[src/rtl/core/asmm_pkg.sv]
`timescale 1ns / 1ps
// Shared types and constants of the array sorter with minimum and maximum.
package asmm_pkg;

    localparam int DATA_W          = 32;
    localparam int MAX_LEN_DEFAULT = 16;
    localparam int PADDR_W         = 2;
    localparam int PDATA_W         = 32;

    // Register map (byte addresses).
    localparam logic [PADDR_W-1:0] REG_DESCENDING = PADDR_W'(0);

    typedef struct packed {
        logic signed [DATA_W-1:0] value;
        logic                     is_last;
    } t_in_word;

    typedef struct packed {
        logic signed [DATA_W-1:0] sorted_value;
        logic                     end_of_run;
        logic signed [DATA_W-1:0] largest;
        logic signed [DATA_W-1:0] smallest;
        logic                     was_sorted;
    } t_out_word;

    // Commands from the controller to the datapath.
    typedef struct packed {
        logic take;   // accept the input word
        logic start;  // the accepted word closes the array
        logic emit;   // load the next sorted element into the output register
        logic clear;  // empty the array after its final element
    } t_cmd;

    // Status from the datapath to the controller.
    typedef struct packed {
        logic final_elem;  // the next element to emit is the last of the run
    } t_status;

endpackage

[src/rtl/core/asmm_stream_if.sv]
`timescale 1ns / 1ps
// Valid/ready stream channel carrying one word of a given payload type.
interface asmm_stream_if #(
    parameter type t_word = logic
);
    logic  valid;
    logic  ready;
    t_word data;

    modport source (output valid, output data, input ready);
    modport sink   (input valid, input data, output ready);
endinterface

[src/rtl/core/asmm_ctrl.sv]
`timescale 1ns / 1ps
// Controller: load and emit phases, output valid flag.
module asmm_ctrl (
    input  logic             i_clk,
    input  logic             i_rst_n,
    input  logic             i_in_valid,
    input  logic             i_in_last,
    input  logic             i_out_ready,
    input  asmm_pkg::t_status i_status,
    output logic             o_in_ready,
    output logic             o_out_valid,
    output asmm_pkg::t_cmd   o_cmd
);

    typedef enum logic {
        S_LOAD,
        S_EMIT
    } t_state;

    t_state r_state;
    logic   r_out_valid;

    always_comb begin
        o_cmd       = '0;
        o_in_ready  = (r_state == S_LOAD);
        o_cmd.take  = (r_state == S_LOAD) && i_in_valid;
        o_cmd.start = o_cmd.take && i_in_last;
        o_cmd.emit  = (r_state == S_EMIT) && (!r_out_valid || i_out_ready);
        o_cmd.clear = o_cmd.emit && i_status.final_elem;
    end

    always_ff @(posedge i_clk) begin
        if (!i_rst_n) begin
            r_state     <= S_LOAD;
            r_out_valid <= 1'b0;
        end else begin
            unique case (r_state)
                S_LOAD: begin
                    if (o_cmd.start) begin
                        r_state <= S_EMIT;
                    end
                end
                S_EMIT: begin
                    if (o_cmd.clear) begin
                        r_state <= S_LOAD;
                    end
                end
                default: r_state <= S_LOAD;
            endcase

            if (o_cmd.emit) begin
                r_out_valid <= 1'b1;
            end else if (i_out_ready) begin
                r_out_valid <= 1'b0;
            end
        end
    end

    assign o_out_valid = r_out_valid;

endmodule

[src/rtl/core/asmm_dpath.sv]
`timescale 1ns / 1ps
// Datapath: insertion cells, running statistics, emit counter and output register.
module asmm_dpath #(
    parameter int MAX_LEN = asmm_pkg::MAX_LEN_DEFAULT
) (
    input  logic                i_clk,
    input  logic                i_rst_n,
    input  asmm_pkg::t_cmd      i_cmd,
    input  asmm_pkg::t_in_word  i_in_word,
    input  logic                i_descending,
    output asmm_pkg::t_status   o_status,
    output asmm_pkg::t_out_word o_out_word
);

    localparam int CNT_W = $clog2(MAX_LEN + 1);
    localparam int IDX_W = $clog2(MAX_LEN);

    logic signed [asmm_pkg::DATA_W-1:0] r_cell [MAX_LEN];
    logic signed [asmm_pkg::DATA_W-1:0] r_prev;
    logic signed [asmm_pkg::DATA_W-1:0] r_max;
    logic signed [asmm_pkg::DATA_W-1:0] r_min;
    logic [CNT_W-1:0]                   r_count;
    logic [CNT_W-1:0]                   r_emit_cnt;
    logic                               r_mono;
    logic                               r_rise;
    logic                               r_desc;
    asmm_pkg::t_out_word                r_out;

    logic signed [asmm_pkg::DATA_W-1:0] n_cell [MAX_LEN];
    logic [MAX_LEN-1:0]                 ins;
    logic                               room;
    logic                               is_final;
    logic [CNT_W-1:0]                   last_pos;
    logic [CNT_W-1:0]                   rd_pos;
    logic signed [asmm_pkg::DATA_W-1:0] v;

    assign v        = i_in_word.value;
    assign room     = (r_count < CNT_W'(MAX_LEN));
    assign last_pos = CNT_W'(r_count - 1'b1);
    assign is_final = (r_emit_cnt == last_pos);
    assign rd_pos   = r_desc ? CNT_W'(last_pos - r_emit_cnt) : r_emit_cnt;

    // Cells stay in ascending order; a cell moves up when it holds a larger value
    // than the new one or lies beyond the filled part.
    always_comb begin
        for (int i = 0; i < MAX_LEN; i++) begin
            ins[i] = (CNT_W'(i) < r_count) ? (r_cell[i] > v) : 1'b1;
        end
        for (int i = 0; i < MAX_LEN; i++) begin
            if (!ins[i]) begin
                n_cell[i] = r_cell[i];
            end else if (i == 0) begin
                n_cell[i] = v;
            end else if (!ins[i-1]) begin
                n_cell[i] = v;
            end else begin
                n_cell[i] = r_cell[i-1];
            end
        end
    end

    always_ff @(posedge i_clk) begin
        if (i_cmd.take && room) begin
            for (int i = 0; i < MAX_LEN; i++) begin
                r_cell[i] <= n_cell[i];
            end
            r_prev <= v;
            if (r_count == '0) begin
                r_max <= v;
                r_min <= v;
            end else begin
                if (v > r_max) begin
                    r_max <= v;
                end
                if (v < r_min) begin
                    r_min <= v;
                end
            end
        end
        if (i_cmd.emit) begin
            r_out.sorted_value <= r_cell[rd_pos[IDX_W-1:0]];
            r_out.end_of_run   <= is_final;
            r_out.largest      <= r_max;
            r_out.smallest     <= r_min;
            r_out.was_sorted   <= r_mono;
        end
    end

    always_ff @(posedge i_clk) begin
        if (!i_rst_n) begin
            r_count    <= '0;
            r_emit_cnt <= '0;
            r_mono     <= 1'b1;
            r_rise     <= 1'b0;
            r_desc     <= 1'b0;
        end else begin
            if (i_cmd.take && room) begin
                r_count <= CNT_W'(r_count + 1'b1);
                if (r_count == CNT_W'(1)) begin
                    r_rise <= (v > r_prev);
                    if (v == r_prev) begin
                        r_mono <= 1'b0;
                    end
                end else if (r_count != '0) begin
                    if (r_rise ? !(v > r_prev) : !(v < r_prev)) begin
                        r_mono <= 1'b0;
                    end
                end
            end
            if (i_cmd.start) begin
                r_emit_cnt <= '0;
                r_desc     <= i_descending;
            end else if (i_cmd.emit) begin
                r_emit_cnt <= CNT_W'(r_emit_cnt + 1'b1);
            end
            if (i_cmd.clear) begin
                r_count <= '0;
                r_mono  <= 1'b1;
                r_rise  <= 1'b0;
            end
        end
    end

    assign o_status.final_elem = is_final;
    assign o_out_word          = r_out;

    a_count_bound : assert property (@(posedge i_clk) disable iff (!i_rst_n)
        r_count <= CNT_W'(MAX_LEN))
        else $error("element count beyond capacity");

    a_count_step : assert property (@(posedge i_clk) disable iff (!i_rst_n)
        (i_cmd.take && room && !i_cmd.clear) |=> (r_count == CNT_W'($past(r_count) + 1'b1)))
        else $error("element count did not advance on a stored word");

    a_emit_range : assert property (@(posedge i_clk) disable iff (!i_rst_n)
        i_cmd.emit |-> (r_emit_cnt < r_count))
        else $error("emit past the filled cells");

    a_cells_ordered : assert property (@(posedge i_clk) disable iff (!i_rst_n)
        (r_count >= CNT_W'(2)) |-> (r_cell[0] <= r_cell[1]))
        else $error("insertion cells out of order");

endmodule

[src/rtl/core/array_sort_min_max_core.sv]
`timescale 1ns / 1ps
// Top level of the array sorter with minimum, maximum and monotone check.
//
// Signed 32-bit words are loaded one per clock cycle and kept in ascending order by
// a row of insertion cells, so the sort is finished by the time the word flagged
// is_last is accepted. The block then emits the array, one result word per cycle
// while the consumer is ready, ascending or in reverse as the descending register
// held when the closing word arrived; each result also carries the array maximum,
// minimum and the monotone flag. The input is held off while the array is emitted;
// the last result sits in the output register while loading of the next array
// resumes. Up to MAX_LEN elements are held; further words are dropped, though a
// dropped word with is_last still closes the array. The descending register sits at
// byte address 0 of the APB-style port; writes take effect at once and should be
// made while the block is idle.
module array_sort_min_max_core #(
    parameter int MAX_LEN = asmm_pkg::MAX_LEN_DEFAULT
) (
    input  logic                          i_clk,
    input  logic                          i_rst_n,
    asmm_stream_if.sink                   i_in,
    asmm_stream_if.source                 o_out,
    input  logic                          psel,
    input  logic                          penable,
    input  logic                          pwrite,
    input  logic [asmm_pkg::PADDR_W-1:0]  paddr,
    input  logic [asmm_pkg::PDATA_W-1:0]  pwdata,
    output logic [asmm_pkg::PDATA_W-1:0]  prdata,
    output logic                          pready
);

    logic                r_descending;
    asmm_pkg::t_cmd      cmd;
    asmm_pkg::t_status   status;
    asmm_pkg::t_in_word  in_word;
    asmm_pkg::t_out_word out_word;

    // Configuration register: written in the access phase of an APB write.
    assign pready = 1'b1;

    always_ff @(posedge i_clk) begin
        if (!i_rst_n) begin
            r_descending <= 1'b0;
        end else if (psel && penable && pwrite && (paddr == asmm_pkg::REG_DESCENDING)) begin
            r_descending <= pwdata[0];
        end
    end

    always_comb begin
        prdata = '0;
        if (paddr == asmm_pkg::REG_DESCENDING) begin
            prdata[0] = r_descending;
        end
    end

    assign in_word = i_in.data;

    // The controller sequences the load and emit phases.
    asmm_ctrl u_ctrl (
        .i_clk       (i_clk),
        .i_rst_n     (i_rst_n),
        .i_in_valid  (i_in.valid),
        .i_in_last   (in_word.is_last),
        .i_out_ready (o_out.ready),
        .i_status    (status),
        .o_in_ready  (i_in.ready),
        .o_out_valid (o_out.valid),
        .o_cmd       (cmd)
    );

    // The datapath holds the sorted cells, the statistics and the result register.
    asmm_dpath #(
        .MAX_LEN (MAX_LEN)
    ) u_dpath (
        .i_clk        (i_clk),
        .i_rst_n      (i_rst_n),
        .i_cmd        (cmd),
        .i_in_word    (in_word),
        .i_descending (r_descending),
        .o_status     (status),
        .o_out_word   (out_word)
    );

    assign o_out.data = out_word;

endmodule

[src/flat_wrapper.sv]
// flat-port wrapper written by rule: the top's interface ports become plain ports
module array_sort_min_max_core_flat import asmm_pkg::*;
#(
    parameter int MAX_LEN = asmm_pkg::MAX_LEN_DEFAULT
)
  (i_clk, i_rst_n, psel, penable, pwrite, paddr, pwdata, prdata, pready, i_in_valid, i_in_data, i_in_ready, o_out_valid, o_out_data, o_out_ready);
  asmm_stream_if #(.t_word(t_in_word)) i_in_i ();
  asmm_stream_if #(.t_word(t_out_word)) o_out_i ();
  input  logic i_clk;
  input  logic i_rst_n;
  input  logic psel;
  input  logic penable;
  input  logic pwrite;
  input  logic [asmm_pkg::PADDR_W-1:0] paddr;
  input  logic [asmm_pkg::PDATA_W-1:0] pwdata;
  output logic [asmm_pkg::PDATA_W-1:0] prdata;
  output logic pready;
  input wire logic [$bits(i_in_i.valid)-1:0] i_in_valid;
  input wire logic [$bits(i_in_i.data)-1:0] i_in_data;
  output wire logic [$bits(i_in_i.ready)-1:0] i_in_ready;
  output wire logic [$bits(o_out_i.valid)-1:0] o_out_valid;
  output wire logic [$bits(o_out_i.data)-1:0] o_out_data;
  input wire logic [$bits(o_out_i.ready)-1:0] o_out_ready;
  assign i_in_i.valid = i_in_valid;
  assign i_in_i.data = i_in_data;
  assign i_in_ready = i_in_i.ready;
  assign o_out_valid = o_out_i.valid;
  assign o_out_data = o_out_i.data;
  assign o_out_i.ready = o_out_ready;
  array_sort_min_max_core #(.MAX_LEN(MAX_LEN)) u_core (.i_clk(i_clk), .i_rst_n(i_rst_n), .i_in(i_in_i), .o_out(o_out_i), .psel(psel), .penable(penable), .pwrite(pwrite), .paddr(paddr), .pwdata(pwdata), .prdata(prdata), .pready(pready));
endmodule
[config.mk]
export PLATFORM = sky130hd
export DESIGN_NAME = array_sort_min_max_core_flat
export DESIGN_NICKNAME = d
export VERILOG_FILES = /design/src/rtl/core/asmm_pkg.sv /design/src/rtl/core/asmm_stream_if.sv /design/src/rtl/core/asmm_ctrl.sv /design/src/rtl/core/asmm_dpath.sv /design/src/rtl/core/array_sort_min_max_core.sv /design/src/flat_wrapper.sv
export SDC_FILE = /design/constraint.sdc
export NUM_CORES = 2
export LEC_CHECK = 0
export BUFFER_PORTS_ARGS = -buffer_cell sky130_fd_sc_hd__buf_2
export CORE_MARGIN = 3
export CORE_UTILIZATION = 50
export CTS_CLUSTER_DIAMETER = 80
export CTS_CLUSTER_SIZE = 12
export DETAILED_ROUTE_END_ITERATION = 8
export PLACE_DENSITY = 0.67
export SYNTH_ARGS = -nofsm -noshare
export SYNTH_HDL_FRONTEND = slang
export SYNTH_SLANG_ARGS = --single-unit
[constraint.sdc]
create_clock -name i_clk -period 12.01 [get_ports i_clk]
set_clock_uncertainty 0.1 [all_clocks]
set_input_delay 2.402 -clock i_clk [delete_from_list [all_inputs] [get_ports i_clk]]
set_output_delay 2.402 -clock i_clk [all_outputs]
set_load 0.005 [all_outputs]
==> results.md <==
* Final WL at 144700 um
* Synth warnings at 0
* WS Path Type: input pin to flop
* Leakage Power at 20.04 nW
* Count of cell types in the netlist at 77
* CTS Sinks at 722
* Final Non-Filler Cells at 4770
* Number of setup buffers added after CTS at 0
* Fmax at 136.3 MHz
* Worst min path class: flop to flop
* Hold depth at 0
* Number of flops mapped to enable cells by yosys at 706
* Commonest non-fill, non-tap cell in the layout: edfxtp_1
* Period Utilization, post-route at 61.09%
* Via count of the first global-routing pass at 30444
* Final Hold Viols at 0
* Port Buffers at 143
* DRC at 0
* Most frequent cells in the layout: 706 x edfxtp_1, 583 x ha_1, 434 x mux2_2
* First-pass GRT wire length at 211200 um
* Full die area at 95150 um^2
* Maximum vdd drop at 112.3 uV
* Reg2Reg Capture Point: u_core.u_dpath.r_cell[0][10]
* Final setup fails at 0
* Initial core utilization at 50.59%
* Mean routed wirelength per cell at 30.35 um
* Vias at 31469
* Top-area cell type share of the netlist area at 46.35%
* Worst hold endpoint: u_core.u_dpath.o_out_word[0]
* Maxcap violations at 0
* Sequential-to-total area share from yosys stat at 47.05%
* Core ar. at 90420 um^2
* Worst-path clk slew at 0.06 ns
* Reg2reg path depth at 10
* Peak fanout along the critical path at 32
* Cell count after synthesis at 3414
* Initial DRC count at 3429
* Die height at 308.5 um
* Pwr Total at 6.685 mW
* Max Slew Vio Count at 0
* Reg2reg start: u_core.u_dpath.r_cell[0][31]
* RSZ-0062 raised after global routing: false
* Power Density at 133.7 nW/um^2
* # IOs at 207
* Area growth syn-to-layout at 9.344%
* Row cnt at 110
* Share of cells above drive strength 1 at 26.29%
* Clk buf depth at 3
* Vias per inst at 6.597
* Cell taking the most area after synthesis: edfxtp_1
* Largest net degree at the start of global routing at 129
* Initial antenna violation count at 5
* Mapped Area at 45740 um^2
* Setup slack, reg-to-reg at 7.00 ns
* Remaining global-route overflow at 0
* Startpoint Class: input pin
* Data arrival time of the critical path at 7.48 ns
* Die width at 308.5 um
* Worst Path Required at 12.15 ns
* Nets at 4230
* #FFs+latches synth at 722
* Fin Setup TNS at 0 ns
* GP Congestion at 0.9486
* Post-route ant nets at 0
* Outcome: finished clean
* Post_cts resized at 0
* Clk root buf: clkbuf_16
* Cells after DPL at 4675
* Clock latency on the worst-skew pair at 0.66 ns
* Post-synth ARST share at 0%
* HPWL after DPL at 101000 um
* Hold-fix buffers, CTS at 0
* Measured slew at the worst slew-check pin at 1.238 ns
* Pre-antenna DRT Iters at 6
* Hold path start: u_core.u_dpath.r_mono
* TritonCTS clock tree: yes
* Overall Global Routing Usage at 30.28%
* CTS HTree Levels at 3
* Cts bufs inserted at 71
* Syn avg cell area at 13.40 um^2
* CP endpoint kind: flop
* Post-layout min period at 7.337 ns
* Most area-consuming cells after synthesis: edfxtp_1 46%, ha_1 16%, mux2_2 11%
* Top FF cell, synth: edfxtp_1
* Slew HR at 17.17%
## final cells by class
| type | instances | area (um^2) |
|---|---|---|
| Clock buffer | 83 | 1864 |
| Sequential cell | 722 | 21520 |
| Antenna cell | 3 | 7.507 |
| Clock inverter | 9 | 162.7 |
| Inverter | 169 | 638.1 |
| Tap cell | 1176 | 1471 |
| Fill cell | 7436 | 40410 |
| Timing Repair Buffer | 221 | 1314 |
| Multi-Input combinational cell | 2387 | 23040 |
## kinds of logic (layout without fill, tap and decap cells)
kind of cell	after synthesis	after routing	share of synthesized area, %
AO/OA/AOI/OAI	559	559	8.167
XOR/XNOR	17	17	0.3255
adder cells (fa/ha/maj)	584	584	15.99
buffers and inverters	335	482	3.364
flip-flops	722	722	47.05
multiplexers	616	616	18.49
other	2	35	0.01642
AND/OR/NAND/NOR	579	579	6.600
## registers in the layout, summed over array words and instances (netlist names), 5 cells and up
name	cells
u_core.u_dpath.o_out_word	98
u_core.u_dpath.r_cell	512
u_core.u_dpath.r_count	5
u_core.u_dpath.r_emit_cnt	5
u_core.u_dpath.r_max	32
u_core.u_dpath.r_min	32
u_core.u_dpath.r_prev	32
## power breakdown
group	switching (mW)	total [mW]	internal, mW
Sequential	0.173	3.23	3.06
Clock	1.01	2.16	1.14
Combinational	0.747	1.30	0.551
## how the worst max path moves through the flow
stage | start | end | slack, ns | cells after the start
6_report | i_in_data[29] | u_core.u_dpath.r_cell[0][10] | 4.67 | 13
4_1_cts | i_in_data[29] | u_core.u_dpath.r_cell[0][10] | 4.90 | 13
5_1_grt | i_in_data[29] | u_core.u_dpath.r_cell[0][10] | 4.57 | 13
2_1_floorplan | i_in_data[18] | u_core.u_dpath.r_cell[10][0] | 5.27 | 12
3_5_place_dp | i_in_data[29] | u_core.u_dpath.r_cell[0][10] | 4.25 | 13
3_3_place_gp | i_in_data[29] | u_core.u_dpath.r_cell[0][10] | 4.27 | 13
## critical path, cell delays in order
cell and delay [ns]:
buf_2 0.41, inv_1 0.35, buf_4 0.28, ha_1 0.30
nand4_1 0.27, nor3_1 0.45, and3_1 0.34, o31ai_1 0.22
nand4_1 0.18, mux2_1 0.17, a22o_2 0.48, buf_4 0.55
and2_2 1.02
## synthesized netlist by cell type (all sizes together) (15+ instances only)
cell type	number
nor3	41
a211oi	58
nand4	116
mux4	128
a21oi	141
edfxtp	706
nand2b	15
nor2	92
and4	15
dfxtp	16
a21o	126
o21ai	81
o211ai	24
clkbuf	67
and2	40
nand2	136
nand3	40
a31oi	37
ha	583
mux2	468
mux2i	20
nor2b	28
inv	168
buf	99
and3	15
o21a	23
## per-stage QoR
| step | cell area, um^2 | setup slack, ns | hold WS, ns | util (%) |
|---|---|---|---|---|
| final | 50020 | 4.673 | 0.3429 | 55.31 |
| after global routing | 50010 | 4.569 | 0.3529 | 55.31 |
| after CTS | 50010 | 4.900 | 0.3435 | 55.31 |
| after detailed placement | 47980 | 4.248 | 0.3281 | 53.06 |
| after global placement | 47980 | 4.270 | 0.3281 | 53.06 |
| after floorplan | 45860 | 5.275 | 0.3090 | - |
## metal layers
metal	GRT usage [%]	vias up	wire length [um]
met5	0	-	27
met4	12.18	4	6252
met3	7.279	305	14180
met2	45.65	1625	63530
met1	42.24	15818	60760
li1	-	13717	-
Power figures use the tool's default switching activity.
